===== src/rtl/tnps_pkg.sv =====
// Shared types, operation codes and the sigmoid lookup table of the pair scorer.
// No dependencies; every other file imports this package.
package tnps_pkg;

   localparam int DATA_W = 32;

   typedef logic signed [DATA_W-1:0] word_type;

   typedef enum logic [1:0] {
      OP_LOAD = 2'd0,
      OP_ROW  = 2'd1,
      OP_COL  = 2'd2,
      OP_NONE = 2'd3
   } opcode_type;

   // operand A source and operand B source of one multiply-accumulate beat
   typedef enum logic [1:0] {
      ASEL_ZERO = 2'd0,
      ASEL_WMEM = 2'd1,
      ASEL_PMEM = 2'd2,
      ASEL_RSVD = 2'd3
   } asel_type;

   typedef enum logic [1:0] {
      BSEL_NONE = 2'd0,
      BSEL_ROW  = 2'd1,
      BSEL_COL  = 2'd2,
      BSEL_PMEM = 2'd3
   } bsel_type;

   typedef struct packed {
      logic valid;
      logic init;   // load operand A into the accumulator
      logic last;   // final beat of a sum
      logic relu;
      logic fin;    // sum is the network output
   } beat_ctrl_type;

   typedef struct packed {
      logic valid;
      logic last;
      logic fin;
      logic sat;    // any clamp since the last clear, this beat included
   } mac_res_type;

   localparam logic signed [DATA_W-1:0] SIG_LO = -32'sd524288;
   localparam logic signed [DATA_W-1:0] SIG_HI = 32'sd524288;
   localparam logic [63:0] EXP_STEP = 64'd4034748382;

   typedef logic [15:0] sig_table_type [256];

   function automatic sig_table_type build_sig_table();
      sig_table_type t;
      logic [63:0] p [129];
      logic [63:0] s [129];
      logic [127:0] prod;
      logic [63:0] d;
      logic [63:0] num;
      logic [63:0] rem;
      logic [63:0] q;
      logic [63:0] neg;
      int k;
      int i;
      int b;
      p[0] = 64'h1_0000_0000;
      for (k = 1; k <= 128; k++) begin
         prod = 128'(p[k-1]) * 128'(EXP_STEP) + (128'd1 << 31);
         p[k] = prod[95:32];
      end
      for (k = 0; k <= 128; k++) begin
         d   = 64'h1_0000_0000 + p[k];
         num = (64'd1 << 48) + (d >> 1);
         rem = '0;
         q   = '0;
         for (b = 63; b >= 0; b--) begin
            rem = {rem[62:0], num[b]};
            q   = q << 1;
            if (rem >= d) begin
               rem  = rem - d;
               q[0] = 1'b1;
            end
         end
         s[k] = q;
      end
      for (i = 0; i < 256; i++) begin
         if (i >= 128) begin
            t[i] = (s[i-128] > 64'd65535) ? 16'hFFFF : s[i-128][15:0];
         end else begin
            neg  = 64'd65536 - s[128-i];
            t[i] = neg[15:0];
         end
      end
      return t;
   endfunction

   localparam sig_table_type SIG_TABLE = build_sig_table();

endpackage


===== src/rtl/tnps_mac.sv =====
// Two-stage multiply-accumulate: registered 32x32 product, then floored add with clamp.
// Depends on tnps_pkg.
module tnps_mac
   import tnps_pkg::*;
#(
   parameter int DEST_W = 9
) (
   input  logic              clock,
   input  logic              reset,
   input  logic              sat_clear,
   input  beat_ctrl_type     in_ctrl,
   input  logic [DEST_W-1:0] in_dest,
   input  word_type          in_a,
   input  word_type          in_b,
   output mac_res_type       res,
   output word_type          res_value,
   output logic [DEST_W-1:0] res_dest
);

   beat_ctrl_type        ctrl_ff;
   logic [DEST_W-1:0]    dest_ff;
   word_type             init_ff;
   logic signed [63:0]   prod_ff;
   word_type             acc_ff;
   logic                 sat_ff;

   logic signed [48:0]   sum_wide;
   word_type             sum;
   logic                 step_sat;

   always_ff @(posedge clock) begin
      if (reset) begin
         ctrl_ff <= '0;
      end else begin
         ctrl_ff <= in_ctrl;
      end
      dest_ff <= in_dest;
      init_ff <= in_a;
      prod_ff <= in_a * in_b;
   end

   always_comb begin
      sum_wide = {{17{acc_ff[31]}}, acc_ff} + {prod_ff[63], prod_ff[63:16]};
      step_sat = 1'b0;
      if (ctrl_ff.init) begin
         sum = init_ff;
      end else if (sum_wide[48:31] != {18{sum_wide[48]}}) begin
         step_sat = ctrl_ff.valid;
         sum      = sum_wide[48] ? 32'sh8000_0000 : 32'sh7FFF_FFFF;
      end else begin
         sum = sum_wide[31:0];
      end
   end

   always_ff @(posedge clock) begin
      if (reset || sat_clear) begin
         sat_ff <= 1'b0;
      end else if (step_sat) begin
         sat_ff <= 1'b1;
      end
      if (ctrl_ff.valid) begin
         acc_ff <= sum;
      end
   end

   assign res.valid = ctrl_ff.valid;
   assign res.last  = ctrl_ff.last;
   assign res.fin   = ctrl_ff.fin;
   assign res.sat   = sat_ff | step_sat;
   assign res_value = (ctrl_ff.relu && sum[31]) ? '0 : sum;
   assign res_dest  = dest_ff;

endmodule


===== config.mk =====
export PLATFORM = sky130hd
export DESIGN_NAME = tnps_mac
export DESIGN_NICKNAME = d
export VERILOG_FILES = /design/src/rtl/tnps_pkg.sv /design/src/rtl/tnps_mac.sv
export SDC_FILE = /design/constraint.sdc
export NUM_CORES = 2
export LEC_CHECK = 0
export BUFFER_PORTS_ARGS = -buffer_cell sky130_fd_sc_hd__buf_2
export CORE_UTILIZATION = 55
export DETAILED_ROUTE_END_ITERATION = 12
export PLACE_DENSITY = 0.72
export SYNTH_ARGS = -nofsm -noshare
export SYNTH_HDL_FRONTEND = slang
export SYNTH_SLANG_ARGS = --single-unit

===== constraint.sdc =====
create_clock -name clock -period 17.4 [get_ports clock]
set_clock_uncertainty 0.1 [all_clocks]
set_input_delay 2.61 -clock clock [delete_from_list [all_inputs] [get_ports clock]]
set_output_delay 2.61 -clock clock [all_outputs]
set_load 0.02 [all_outputs]

==> summary.txt <==
Floorplanning
  – CORE AREA: 0.0759 sq mm
  – Die span in y: 279 um
  – Ports: 126
  – Initial Util: 55.5%
  – Row cnt: 101
  – Die W: 279 um
  – Die area: 0.0778 sq mm

Synth
  – Post-Synth XOR/XNOR Area: 1.97%
  – Syn_nets: 5821
  – Sequential-to-total area share from yosys stat: 6.79%
  – Cell taking the most area after synthesis: fa_1
  – Cell Area, Synth: 0.0422 sq mm
  – YS warnings: 0
  – Largest family of logic cells by synthesized area: adder cells
  – Compound-cell area share of the yosys netlist: 5.61%
  – Ys async rst share: 0%
  – Synth top area cells: fa_1, inv_1, and2_1, ha_1, nand2_1
  – Top-area cell type share of the netlist area: 51.4%
  – Flops & latches, synth: 127
  – Proportion of synthesized area in mux cells: 0.101%
  – Post-Synth Simple-Gate Area: 16.0%
  – EDFF count, synth: 32
  – Post-synthesis instance total: 4430
  – Post-Synth Adder-Cell Area: 58.1%
  – Yosys cell types: 88
  – Mean Syn Cell Area: 9.52 sq um
  – Post-synth top flop: dfxtp_1

Final layout
  – Layout cells sized above 1: 5.24%
  – Final core utilization: 57.6%
  – FILL cells: 6653
  – Synth-to-Final Area Change: 3.71%
  – Most frequent cells in the layout: fa_1, inv_1, nand2_1
  – Final net count: 5764
  – Register Area: 0.00286 sq mm
  – Most common cell after layout, fill and taps aside: fa_1
  – Multi-input logic area: 0.0345 sq mm

Drt
  – ANT nets after route: 0
  – Drt total wl: 111000 um
  – Detailed-route DRC error count: 0
  – Wirelength per Cell: 20.5 um
  – Initial DRC Count: 2146
  – Via count: 30100
  – Vias/cell: 5.56
  – DRT Pass-1 Iters: 6

Timing
  – TNS Setup: 0 ns
  – Post-route minimum period: 11.06 ns
  – Fmax: 90.4 MHz
  – Final WS setup: 6.34 ns
  – Tcrit/Tclk final: 63.6%
  – Slew @ Worst Pin: 0.970 ns
  – Final hold violations: 0
  – RSZ-0062 raised after global routing: no
  – Final Max Tran Viols: 0
  – Final count of negative-setup-slack endpoints: 0
  – Slew headroom: 35.3%

Outcome
  – Outcome: finished, final reports clean

Clock tree
  – Max H-tree Level: 4
  – Post-CTS setup buffer count: 0
  – Cts repair resizes: 0
  – Clock Sinks: 127
  – Worst-case clock buffer depth: 2
  – Hold-fix buffers, CTS: 0
  – Worst-skew pair later-pin latency: 0.44 ns
  – CTS root buf: clkbuf_16
  – CTS tree: built
  – Reg clk slew, reported paths: 0.06 ns
  – TritonCTS Buffers: 17

Setup path
  – Worst Setup SP: in_a[8]
  – Worst-path maximum fanout: 33
  – Reg2Reg Setup Slack: 12.08 ns
  – Req. time, crit path: 17.62 ns
  – RR Startpoint: acc_ff[31]
  – CP Launch Type: input pin
  – Worst R2R Path Depth: 15
  – Reg-to-Reg End: acc_ff[5]
  – CP endpoint kind: flop
  – CP Class: input pin to flop
  – CP arrival: 11.28 ns

Global route
  – Gr usage total: 30.1%
  – GRT Residual Overflow: 0
  – Vias in the first global route: 32700
  – Antenna violations before repair: 7
  – Pin count of the biggest net entering global routing: 61
  – First-pass GRT wire length: 180000 um

Place
  – I/O Buffers: 125
  – Post-DP HPWL: 87000 um
  – Routability Congestion: 0.961
  – Pre-CTS setup slack: 5.96 ns

Hold path
  – Worst Hold Endpoint: sat_ff
  – Worst min path class: flop to flop
  – Min-delay src: sat_ff
  – Worst hold stages: 1

Flow run
  – Max Cap Viol: 0
[through the flow]
| step | cell area, sq um | std cells | hold WS, ns |
|---|---|---|---|
| after CTS | 43700 | 5416 | 0.363 |
| after global placement | 43100 | 5384 | 0.340 |
| final | 43700 | 5418 | 0.359 |
| after floorplan | 42200 | 4430 | 0.333 |
| after global routing | 43700 | 5417 | 0.386 |
| after detailed placement | 43100 | 5384 | 0.348 |
[registers in the layout, indices dropped and copies added, names as in the netlist]
signal / count
sat_ff: 1
init_ff: 32
acc_ff: 32
ctrl_ff: 2
prod_ff: 48
res: 3
res_dest: 9
[routing by layer]
metal | track usage (%) | up-vias | wire length [um]
li1 | - | 13000 | -
met1 | 41.7 | 15600 | 46400
met2 | 48.3 | 1288 | 51800
met3 | 4.47 | 208 | 9030
met4 | 10.8 | 0 | 4050
met5 | 0 | - | 0
[worst max-delay path by stage]
stage                   to  cells after the start
5_1_grt        prod_ff[62]                     26
6_report       prod_ff[62]                     26
3_5_place_dp   prod_ff[62]                     24
2_1_floorplan  prod_ff[57]                     27
4_1_cts        prod_ff[62]                     24
3_3_place_gp   prod_ff[62]                     24
[cell families after synthesis]
family,after synthesis
muxes,3
AOI/OAI and AO/OA,357
adders and majority gates,1310
xor gates and xnor gates,95
DFF,127
and+or+nand+nor,1345
buffers and inverters,1193
[area by class of cell]
type	instances	share of cell area, %
Clock inverter	15	0.421
Timing Repair Buffer	153	1.91
Antenna cell	2	0.0114
Multi-Input combinational cell	3110	78.9
Tap cell	1030	2.95
Clock buffer	17	0.973
Inverter	964	8.27
Sequential cell	127	6.55
[cell usage after synthesis, drive strengths merged, types with 5 or more instances]
| library cell | instances |
|---|---|
| fa | 1082 |
| inv | 964 |
| nand2 | 541 |
| and2 | 514 |
| ha | 228 |
| clkbuf | 201 |
| a21oi | 120 |
| nor2 | 120 |
| dfxtp | 95 |
| xnor2 | 57 |
| o21ai | 55 |
| nand3 | 50 |
| a21o | 43 |
| a211oi | 42 |
| xor2 | 38 |
| edfxtp | 32 |
| nand4 | 23 |
| buf | 21 |
| nand2b | 21 |
| nor3 | 18 |
| nor2b | 15 |
| o21a | 15 |
| a31oi | 14 |
| o21bai | 11 |
| and3 | 7 |
| a21boi | 6 |
| a31o | 6 |
| nor4 | 6 |
| o211ai | 6 |
| o31a | 5 |
| o31ai | 5 |
[critical path, stage by stage]
cell,delay [ns]
buf_2,0.69
nand2_1,0.20
fa_1,0.56
inv_1,0.06
fa_1,0.44
fa_1,0.48
inv_1,0.04
fa_1,0.47
inv_1,0.05
fa_1,0.49
inv_1,0.06
fa_1,0.53
inv_1,0.05
fa_1,0.49
fa_1,0.42
ha_1,0.35
nand4_1,0.20
o41a_1,0.59
a211o_1,0.48
a211oi_1,0.44
o31ai_1,0.24
a211oi_1,0.39
o21ai_0,0.19
a21boi_0,0.39
o22ai_1,0.17
xnor2_1,0.15
Power is left out: the tool's default activity adds up to more than one toggle a clock period on the data nets, which glitch-free logic cannot reach.
