File: src/rtl/tnps_pkg.sv
// Shared types, operation codes and the sigmoid lookup table of the pair scorer.
// No dependencies; every other file imports this package.
package tnps_pkg;

   localparam int DATA_W = 32;

   typedef logic signed [DATA_W-1:0] word_type;

   typedef enum logic [1:0] {
      OP_LOAD = 2'd0,
      OP_ROW  = 2'd1,
      OP_COL  = 2'd2,
      OP_NONE = 2'd3
   } opcode_type;

   // operand A source and operand B source of one multiply-accumulate beat
   typedef enum logic [1:0] {
      ASEL_ZERO = 2'd0,
      ASEL_WMEM = 2'd1,
      ASEL_PMEM = 2'd2,
      ASEL_RSVD = 2'd3
   } asel_type;

   typedef enum logic [1:0] {
      BSEL_NONE = 2'd0,
      BSEL_ROW  = 2'd1,
      BSEL_COL  = 2'd2,
      BSEL_PMEM = 2'd3
   } bsel_type;

   typedef struct packed {
      logic valid;
      logic init;   // load operand A into the accumulator
      logic last;   // final beat of a sum
      logic relu;
      logic fin;    // sum is the network output
   } beat_ctrl_type;

   typedef struct packed {
      logic valid;
      logic last;
      logic fin;
      logic sat;    // any clamp since the last clear, this beat included
   } mac_res_type;

   localparam logic signed [DATA_W-1:0] SIG_LO = -32'sd524288;
   localparam logic signed [DATA_W-1:0] SIG_HI = 32'sd524288;
   localparam logic [63:0] EXP_STEP = 64'd4034748382;

   typedef logic [15:0] sig_table_type [256];

   function automatic sig_table_type build_sig_table();
      sig_table_type t;
      logic [63:0] p [129];
      logic [63:0] s [129];
      logic [127:0] prod;
      logic [63:0] d;
      logic [63:0] num;
      logic [63:0] rem;
      logic [63:0] q;
      logic [63:0] neg;
      int k;
      int i;
      int b;
      p[0] = 64'h1_0000_0000;
      for (k = 1; k <= 128; k++) begin
         prod = 128'(p[k-1]) * 128'(EXP_STEP) + (128'd1 << 31);
         p[k] = prod[95:32];
      end
      for (k = 0; k <= 128; k++) begin
         d   = 64'h1_0000_0000 + p[k];
         num = (64'd1 << 48) + (d >> 1);
         rem = '0;
         q   = '0;
         for (b = 63; b >= 0; b--) begin
            rem = {rem[62:0], num[b]};
            q   = q << 1;
            if (rem >= d) begin
               rem  = rem - d;
               q[0] = 1'b1;
            end
         end
         s[k] = q;
      end
      for (i = 0; i < 256; i++) begin
         if (i >= 128) begin
            t[i] = (s[i-128] > 64'd65535) ? 16'hFFFF : s[i-128][15:0];
         end else begin
            neg  = 64'd65536 - s[128-i];
            t[i] = neg[15:0];
         end
      end
      return t;
   endfunction

   localparam sig_table_type SIG_TABLE = build_sig_table();

endpackage

File: src/rtl/tnps_cell.sv
// One element cell of an embedding chain: holds a Q16.16 word.
// Depends on tnps_pkg.
module tnps_cell
   import tnps_pkg::*;
(
   input  logic     clock,
   input  logic     load_en,
   input  word_type load_value,
   input  logic     shift_en,
   input  word_type next_value,
   output word_type value
);

   word_type value_ff;

   always_ff @(posedge clock) begin
      if (load_en) begin
         value_ff <= load_value;
      end else if (shift_en) begin
         value_ff <= next_value;
      end
   end

   assign value = value_ff;

endmodule

File: src/rtl/tnps_chain.sv
// Ring of element cells: loaded by position, rotated toward cell 0 one step per use.
// Depends on tnps_pkg and tnps_cell.
module tnps_chain
   import tnps_pkg::*;
#(
   parameter int DEPTH = 16
) (
   input  logic                     clock,
   input  logic                     load_en,
   input  logic [$clog2(DEPTH)-1:0] load_pos,
   input  word_type                 load_value,
   input  logic                     shift_en,
   output word_type                 head
);

   word_type cell_value [DEPTH];

   for (genvar g = 0; g < DEPTH; g++) begin : g_cell
      tnps_cell u_cell (
         .clock      (clock),
         .load_en    (load_en && (load_pos == ($clog2(DEPTH))'(g))),
         .load_value (load_value),
         .shift_en   (shift_en),
         .next_value (cell_value[(g + 1) % DEPTH]),
         .value      (cell_value[g])
      );
   end

   assign head = cell_value[0];

endmodule

File: config.mk
export PLATFORM = sky130hd
export DESIGN_NAME = tnps_chain
export DESIGN_NICKNAME = d
export VERILOG_FILES = /design/src/rtl/tnps_pkg.sv /design/src/rtl/tnps_cell.sv /design/src/rtl/tnps_chain.sv
export SDC_FILE = /design/constraint.sdc
export NUM_CORES = 1
export LEC_CHECK = 0
export BUFFER_PORTS_ARGS = -buffer_cell sky130_fd_sc_hd__buf_4
export CAP_MARGIN = 5
export CORE_MARGIN = 2
export CORE_UTILIZATION = 65
export CTS_CLUSTER_SIZE = 16
export DETAILED_ROUTE_END_ITERATION = 10
export PLACE_DENSITY = 0.83
export SKIP_LAST_GASP = 1
export SYNTH_ARGS = -nofsm -noshare
export SYNTH_HDL_FRONTEND = slang
export SYNTH_SLANG_ARGS = --single-unit
File: constraint.sdc
create_clock -name clock -period 3.8 [get_ports clock]
set_input_delay 0.19 -clock clock [delete_from_list [all_inputs] [get_ports clock]]
set_output_delay 0.19 -clock clock [all_outputs]
set_load 0.03 [all_outputs]
==> impl_metrics.json, run 1 <==
{
  "run_status": "complete, no violations",
  "ant_nets": 0,
  "cts_hold_buffers": 0,
  "vias": 10397,
  "grt_pass1_wl_um": 64100,
  "io_pins": 71,
  "fin_crit_sh_pct": 54.9,
  "finalHoldViolCount": 0,
  "yosys_warnings": 0,
  "powerDensity_mw_per_mm2": 520,
  "clk_path_buf_depth": 3,
  "wire_per_inst_um": 24.9,
  "finalSetupViolCount": 0,
  "postSynthNetCount": 1222,
  "root_buffer": "clkbuf_16",
  "nets": 1243,
  "crit_path_start_kind": "primary input",
  "synthXorXnorAreaFrac_pct": 0,
  "rows": 67,
  "postCtsSetupRepairBufs": 0,
  "numClockSinks": 512,
  "grt.total_usage_pct": 24.1,
  "overflow": 0,
  "ys_seq_area_share_pct": 69.9,
  "synth_most_common_cell": "edfxtp_1",
  "drc": 0,
  "endpoint_kind": "flop",
  "antenna_found_initial": 3,
  "synth_top_cell_area_share_pct": 69.9,
  "ys_seq_elements": 512,
  "min_period_ps": 2080,
  "instances_no_fill": 1691,
  "synth_top_family_by_area": "multiplexers",
  "initial_core_util_pct": 65.8,
  "synth_edf_count": 512,
  "combPwrFrac_pct": 6.4,
  "syn_to_final_growth_pct": 10.8,
  "tightest_slew_ps": 1080,
  "peakVddDrop_uv": 364,
  "nFillCells": 1941,
  "grt_max_degree": 34,
  "synth_top_area_cell": "edfxtp_1",
  "dp.cells": 1600,
  "n_antenna_cell": 0,
  "finClkSkew_ps": 13.2,
  "io_buffers": 70,
  "swShare_pct": 20.7,
  "clock_power_share_pct": 39.7,
  "final_layout_size_suffix_gt1_share_pct": 44.1,
  "cts_made_buffers": 50,
  "fmax_mhz": 480,
  "clkTransAtPathRegs_ps": 60,
  "p_switching_mw": 2.62,
  "muxShareOfSynthArea_pct": 26.2,
  "drv_slew": 0,
  "coreArea_mm2": 0.0334,
  "netlist_top_cells_area": "edfxtp_1 70%, mux2_2 18%, mux2_1 8.2%, buf_4 1.2%, buf_2 0.98%",
  "place.gp.congestion": 0.800,
  "synthTopCellsByCount": "512 x edfxtp_1, 352 x mux2_2, 160 x mux2_1",
  "setup-tns-final_ps": 0,
  "synthSimpleGateAreaFrac_pct": 1.04,
  "crit_path_max_fanout": 33,
  "die_y_um": 188,
  "cap_viol_max_count": 0,
  "netlist_instances": 1183,
  "yosysUniqueCellTypes": 16,
  "path_class": "primary input to flop",
  "synth_fa_ha_area_share_pct": 0,
  "cts_resized": 0,
  "cellLeakagePower_nw": 8.34,
  "avgSynthCellArea_um2": 18.6,
  "grt_pass1_vias": 10927,
  "hpwl_um": 22800,
  "intPower_mw": 10.1,
  "synth_top_flop_cell": "edfxtp_1",
  "drt_wl_total_um": 42100,
  "cts_tree": "built",
  "pwr-share-seq_pct": 53.9,
  "multiInputGateArea_mm2": 0.00609,
  "regArea_mm2": 0.0154,
  "synth_compound_area_share_pct": 0,
  "largest_reg_flops": 512,
  "drtIter0Drc": 889,
  "htreeDepth": 2,
  "via_per_inst": 6.15,
  "dieArea_mm2": 0.0353,
  "synth_area_mm2": 0.0220,
  "synthArstFlopShare_pct": 0,
  "required_ps": 3970,
  "critPathArrivalTime_ps": 2250,
  "slew_headroom_pct": 28.0,
  "hold_path.class": "primary input to flop",
  "drt_pass1_iterations": 5,
  "clk_latency_ps": 560,
  "chipWidth_um": 188,
  "rsz0062_at_grt": "no"
}
area by class of cell:
cell class / instances / share of cell area (%)
sequential: 512 / 63.1
clock buffer: 53 / 5.27
tap: 448 / 2.30
timing repair buffer: 88 / 2.76
multi-input combinational: 552 / 25.0
clock inverter: 38 / 1.59
routing by layer:
layer  up-vias  wire length (um)  global-route usage [%]
met3        64              2100                    3.11
met4         0               885                    6.42
met5         -                 0                       0
met1      5466             17700                    32.2
met2       266             21400                    42.0
li1       4601                 -                       -
cells by family (layout without fill, tap and decap cells):
logic type	after synthesis	count (layout)
buffers and inverters	119	179
flip-flops	512	512
multiplexers	512	512
AND/OR/NAND/NOR	40	40
stage by stage:
stage / hold WS, ps / total power, mW / worst slack, ps / util, % / cell area, um^2
6_report: 52.3 / 12.7 / 1720 / 72.9 / 24400
5_1_grt: 60.7 / 13.0 / 1600 / 72.9 / 24400
4_1_cts: 30.1 / 12.7 / 1710 / 72.9 / 24400
3_5_place_dp: 512 / 7.76 / 1150 / 67.9 / 22700
3_3_place_gp: 505 / 7.72 / 1200 / 67.9 / 22700
2_1_floorplan: 394 / 7.47 / 1610 / - / 22000
final timing paths:
path | start | to | slack, ps | cells past startpoint
min reg2reg | g_cell[9].u_cell.value[27] | g_cell[8].u_cell.value[27] | 520 | 1
min | load_value[1] | g_cell[8].u_cell.value[1] | 50 | 2
max | load_pos[2] | g_cell[8].u_cell.value[7] | 1720 | 5
max reg2reg | g_cell[13].u_cell.value[8] | g_cell[12].u_cell.value[8] | 2750 | 1
worst max-delay path, cell delays in order:
cell and delay, ps:
buf_4 120, nand3b_1 330, or3_2 510, buf_4 320
nand2b_2 740
power by group through the flow:
stage	clock, mW	combinational (mW)	sequential (mW)
after global routing	5.29	0.872	6.87
after CTS	5.08	0.819	6.84
after floorplan	0	0.581	6.89
after detailed placement	0	0.808	6.96
final	5.03	0.809	6.84
after global placement	0	0.775	6.94
layout by cell type (no fill, tap or decap), drive strengths merged:
cell,synthesis,layout
bufinv,0,8
nand2b,10,10
inv,0,2
nand3b,2,2
nor2b,1,1
mux2,512,512
or3,3,3
or2,10,10
nor3b,1,1
clkinvlp,0,1
clkbuf,39,53
nand3,1,1
edfxtp,512,512
buf,80,88
clkinv,0,27
nor2,10,10
nand2,2,2
(Power assumes the default switching activity.)
==> run 2: changes to the inputs <==
ABC_AREA = 1   (was unset)
CORE_UTILIZATION = 56   (was 65)
PLACE_DENSITY = 0.76   (was 0.83)
clock period = 1.7 ns   (was 3.8 ns; I/O delays follow)
==> run 2 against run 1 <==
Compared with the run above:
- clock skew is 7.3 ps higher
- critical path depth increased by 3
- synthesized cell count increased by 99%
- combinational power rose to 3.1 times the previous value
- hold slack worse by 41 ps
- via count rose by 66%
- highest routed layer unchanged
==> impl_metrics.json, run 2 <==
{
  "setup_slack_ps": 177,
  "synth_top_cell_area_share_pct": 66.4,
  "overflow": 0,
  "p_switching_mw": 6.81,
  "synthArstFlopShare_pct": 0,
  "final_common_cell": "nand2_1",
  "antenna_found_initial": 0,
  "finalSetupViolCount": 0,
  "run_status": "complete, no violations",
  "io_buffers": 70,
  "cellLeakagePower_nw": 11.1,
  "synthTopCellsByCount": "1186 x nand2_1, 512 x edfxtp_1, 261 x nand3_1",
  "whs_ps": 11.3,
  "ys_seq_area_share_pct": 66.4,
  "path_class": "primary input to flop",
  "netlist_top_cells_area": "edfxtp_1 66%, nand2_1 19%, nand3_1 5.6%, nand4_1 3.5%, clkbuf_1 2.5%",
  "drc": 0,
  "cts_tree": "built",
  "cts_made_buffers": 50,
  "root_buffer": "clkbuf_16",
  "n_antenna_cell": 0,
  "combPwrFrac_pct": 8.9,
  "finalHoldViolCount": 0,
  "dieArea_mm2": 0.0430,
  "critPathArrivalTime_ps": 1970,
  "netlist_instances": 2357,
  "drtIter0Drc": 2210,
  "nets": 2371,
  "syn_to_final_growth_pct": 12.1,
  "cap_viol_max_count": 0,
  "grt_max_degree": 63,
  "hold_path.class": "primary input to flop",
  "clk_path_buf_depth": 3,
  "numClockSinks": 512,
  "largest_reg_flops": 512,
  "vias": 17309,
  "synth_top_area_cell": "edfxtp_1",
  "initial_core_util_pct": 56.7,
  "clock_power_share_pct": 37.2,
  "via_per_inst": 5.98,
  "avgSynthCellArea_um2": 9.82,
  "die_y_um": 207,
  "fmax_mhz": 657,
  "drv_slew": 0,
  "place.gp.congestion": 0.838,
  "drt_pass1_iterations": 7,
  "synth_edf_count": 512,
  "synth_area_mm2": 0.0232,
  "peakVddDrop_uv": 742,
  "postSynthNetCount": 2396,
  "ys_seq_elements": 512,
  "crit_path_max_fanout": 38,
  "clkTransAtPathRegs_ps": 60,
  "power.total_mw": 28.5,
  "tightest_slew_ps": 606,
  "rows": 74,
  "final_layout_size_suffix_gt1_share_pct": 9.90,
  "io_pins": 71,
  "finClkSkew_ps": 20.4,
  "swShare_pct": 23.9,
  "slew_headroom_pct": 59.6,
  "clk_latency_ps": 580,
  "crit_path_start_kind": "primary input",
  "grt_pass1_vias": 16782,
  "coreArea_mm2": 0.0408,
  "chipWidth_um": 207,
  "ant_nets": 0,
  "synth_most_common_cell": "nand2_1",
  "final_cell_mix": "1176 x nand2_1, 512 x edfxtp_1, 261 x nand3_1",
  "dp.cells": 2781,
  "cts_resized": 0,
  "multiInputGateArea_mm2": 0.00668,
  "regArea_mm2": 0.0154,
  "htreeDepth": 2,
  "wire_per_inst_um": 20.5,
  "endpoint_kind": "flop",
  "nFillCells": 3091,
  "yosys_warnings": 0,
  "intPower_mw": 21.7,
  "synth_top_flop_cell": "edfxtp_1",
  "rsz0062_at_grt": "no",
  "pwr-share-seq_pct": 53.9,
  "grt_pass1_wl_um": 93500,
  "drt_wl_total_um": 59200,
  "yosysUniqueCellTypes": 13,
  "hpwl_um": 36900,
  "fin_crit_sh_pct": 89.6,
  "instances_no_fill": 2896,
  "grt.total_usage_pct": 27.4,
  "min_period_ps": 1520,
  "postCtsSetupRepairBufs": 0,
  "required_ps": 2150,
  "dp_slack_ps": 191,
  "powerDensity_mw_per_mm2": 1100
}
## run 2: final cells by class
cell class	instances	share of cell area, %
Timing Repair Buffer	177	6.62
Clock buffer	63	5.09
Clock inverter	21	0.694
Multi-Input combinational cell	1586	25.7
Sequential cell	512	59.2
Inverter	5	0.0723
Tap cell	532	2.56
## run 2: metrics by stage
step / instance area, um^2 / TNS [ps] / utilization (%)
final: 26000 / 0 / 63.6
after global routing: 26000 / 0 / 63.6
after CTS: 26000 / 0 / 63.6
after detailed placement: 24100 / 0 / 59.1
after global placement: 24100 / 0 / 59.1
after floorplan: 23200 / -43020 / -
## run 2: power groups by stage
stage	registers, mW	logic, mW	clock network (mW)
6_report	15.4	2.53	10.6
4_1_cts	15.4	2.52	10.6
2_1_floorplan	15.5	1.62	0
3_5_place_dp	15.6	2.45	0
5_1_grt	15.5	2.78	11.1
3_3_place_gp	15.6	2.37	0
## run 2: metal layers
| layer | global-route usage [%] | vias up | share of wire (%) |
|---|---|---|---|
| met5 | 0 | - | 0 |
| met4 | 10.6 | 0 | 3.5 |
| met3 | 4.08 | 160 | 9.1 |
| met2 | 45.0 | 968 | 49 |
| met1 | 37.2 | 8325 | 38 |
| li1 | - | 7856 | - |
## run 2: worst paths after layout
check                             startpoint                          to  slack, ps  cells after the start
hold / removal                load_value[27]  g_cell[7].u_cell.value[27]         10                      3
setup reg to reg   g_cell[0].u_cell.value[3]  g_cell[15].u_cell.value[3]        830                      2
setup / recovery                     load_en  g_cell[9].u_cell.value[19]        180                      8
hold reg to reg   g_cell[9].u_cell.value[27]  g_cell[8].u_cell.value[27]        500                      2
## run 2: worst max-delay path, cell delays in order
cell           delay [ps]
dlygate4sd3_1         540
buf_4                 170
nand2_1               120
nor2_4                120
buf_4                 190
buf_4                 450
nand3_1               150
nand2_1               110
## run 2: what timing repair did
item | 4_1_cts | 5_1_grt
hold endpoints to repair | 170 | 0
setup endpoints to repair | 0 | 0
hold buffers | 31 | 0
## run 2: cells by family after synthesis
kind of cell | after synthesis | share of synthesized area, %
buffers and inverters | 259 | 4.99
DFF | 512 | 66.4
and+or+nand+nor | 1586 | 28.6
==> run 3: changes to the inputs <==
PLACE_DENSITY = 0.8   (was 0.76)
==> run 3 against run 2 <==
Compared with the run above:
- clock power barely moved
- clock skew is 9.1 ps lower
- setup slack improved by 140 ps
- clock-buffer cell count shrank 3
- register-to-register slack got worse by 30 ps
- via count grew 1.4%
- sequential power is essentially flat
- sequential share of layout area grew 0.21 points
- critical path type is now flop to primary output
- critical endpoint is now head[0]
==> impl_metrics.json, run 3 (synthesis gave the netlist of run 2 again) <==
{
  "rsz0062_at_grt": "no",
  "clk_path_buf_depth": 3,
  "cap_viol_max_count": 0,
  "cts_tree": "built",
  "drc": 0,
  "drt_pass1_iterations": 6,
  "crit_family": "flip-flops",
  "n_antenna_cell": 0,
  "grt_pass1_vias": 17266,
  "drtIter0Drc": 2363,
  "ant_nets": 0,
  "coreArea_mm2": 0.0408,
  "rrSetupSlack_ps": 800,
  "grt_max_degree": 72,
  "crit_chain": "buf_4",
  "cts_made_buffers": 50,
  "rows": 74,
  "cellLeakagePower_nw": 11.1,
  "cts_hold_buffers": 25,
  "io_buffers": 70,
  "postCtsSetupRepairBufs": 0,
  "crit_path_start_kind": "flop",
  "root_buffer": "clkbuf_16",
  "critPathArrivalTime_ps": 1300,
  "required_ps": 1620,
  "finalHoldViolCount": 0,
  "crit_path_max_fanout": 2,
  "syn_to_final_growth_pct": 11.7,
  "cts_resized": 0,
  "cpMaxStageDelayCell": "edfxtp_1",
  "setup_slack_ps": 316,
  "wire_per_inst_um": 20.9,
  "path_class": "flop to primary output",
  "grt_pass1_wl_um": 94800,
  "hold_path.class": "primary input to flop",
  "fmax_mhz": 723,
  "endpoint_kind": "primary output",
  "via_per_inst": 6.07,
  "nets": 2358,
  "run_status": "complete, no violations",
  "dp_slack_ps": 141,
  "powerDensity_mw_per_mm2": 1100,
  "final_layout_size_suffix_gt1_share_pct": 9.50,
  "vias": 17555,
  "fin_crit_sh_pct": 81.4,
  "slew_headroom_pct": 62.8,
  "slowest_delay_ps": 500,
  "htreeDepth": 2,
  "clk_latency_ps": 570,
  "place.gp.congestion": 0.869,
  "initial_core_util_pct": 56.7,
  "final_common_cell": "nand2_1",
  "finalSetupViolCount": 0,
  "finClkSkew_ps": 11.3,
  "drv_slew": 0,
  "chipWidth_um": 207,
  "path_buf_inv": 1,
  "overflow": 0,
  "dp.cells": 2774,
  "largest_reg_flops": 512,
  "whs_ps": 17.7,
  "drt_wl_total_um": 60400,
  "io_pins": 71,
  "min_period_ps": 1380,
  "grt.total_usage_pct": 27.9,
  "antenna_found_initial": 0,
  "tightest_slew_ps": 558,
  "dieArea_mm2": 0.0430,
  "peakVddDrop_uv": 920,
  "instances_no_fill": 2890,
  "die_y_um": 207,
  "hpwl_um": 36700,
  "clkTransAtPathRegs_ps": 60,
  "numClockSinks": 512,
  "final_cell_mix": "1176 x nand2_1, 512 x edfxtp_1, 261 x nand3_1"
}
[run 3: cell count changes in the layout (fill, tap and decap cells not counted)]
cell / delta
buf_4: -7
clkbuf_1: -3
clkinv_1: +13
clkinv_2: -2
clkinvlp_4: -1
dlygate4sd3_1: -6
[run 3: final timing paths]
path	start	endpoint	cells past startpoint
min reg2reg	g_cell[6].u_cell.value[26]	g_cell[5].u_cell.value[26]	2
max reg2reg	g_cell[0].u_cell.value[0]	g_cell[15].u_cell.value[0]	2
min	load_value[24]	g_cell[15].u_cell.value[24]	3
max	g_cell[0].u_cell.value[0]	head[0]	1
[run 3: metrics by stage]
step / cell area (um^2) / total power [mW] / TNS, ps / util (%)
after floorplan: 23200 / 17.1 / -43020 / -
after global placement: 24100 / 18.0 / 0 / 59.0
after detailed placement: 24100 / 18.1 / 0 / 59.0
after CTS: 25900 / 28.5 / 0 / 63.4
after global routing: 25900 / 29.3 / 0 / 63.4
final: 25900 / 28.5 / 0 / 63.4
[run 3: where the power goes]
group / switching, mW / internal, mW / total [mW]
Sequential: 0.324 / 15.1 / 15.4
Combinational: 1.82 / 0.721 / 2.54
Clock: 4.70 / 5.91 / 10.6
Total: 6.85 / 21.7 / 28.5
[run 3: final cells by class]
class | count | area (um^2)
clock buffers | 60 | 1310
clock inverters | 31 | 211
fillers | 2997 | 15000
inverters | 5 | 18.8
multi-input cells | 1586 | 6680
flip-flops and latches | 512 | 15400
well taps | 532 | 666
repair buffers | 164 | 1610
[run 3: per-layer routing]
layer  GRT usage, %  routed length [um]
met1           36.7               21600
met2           46.8               30100
met3           4.33                6420
met4           11.2                2280
met5              0                   0
[run 3: worst reg2reg max path: stages (launching register included)]
cell and delay [ps]:
edfxtp_1 500, nand2_1 110, nand2_1 50
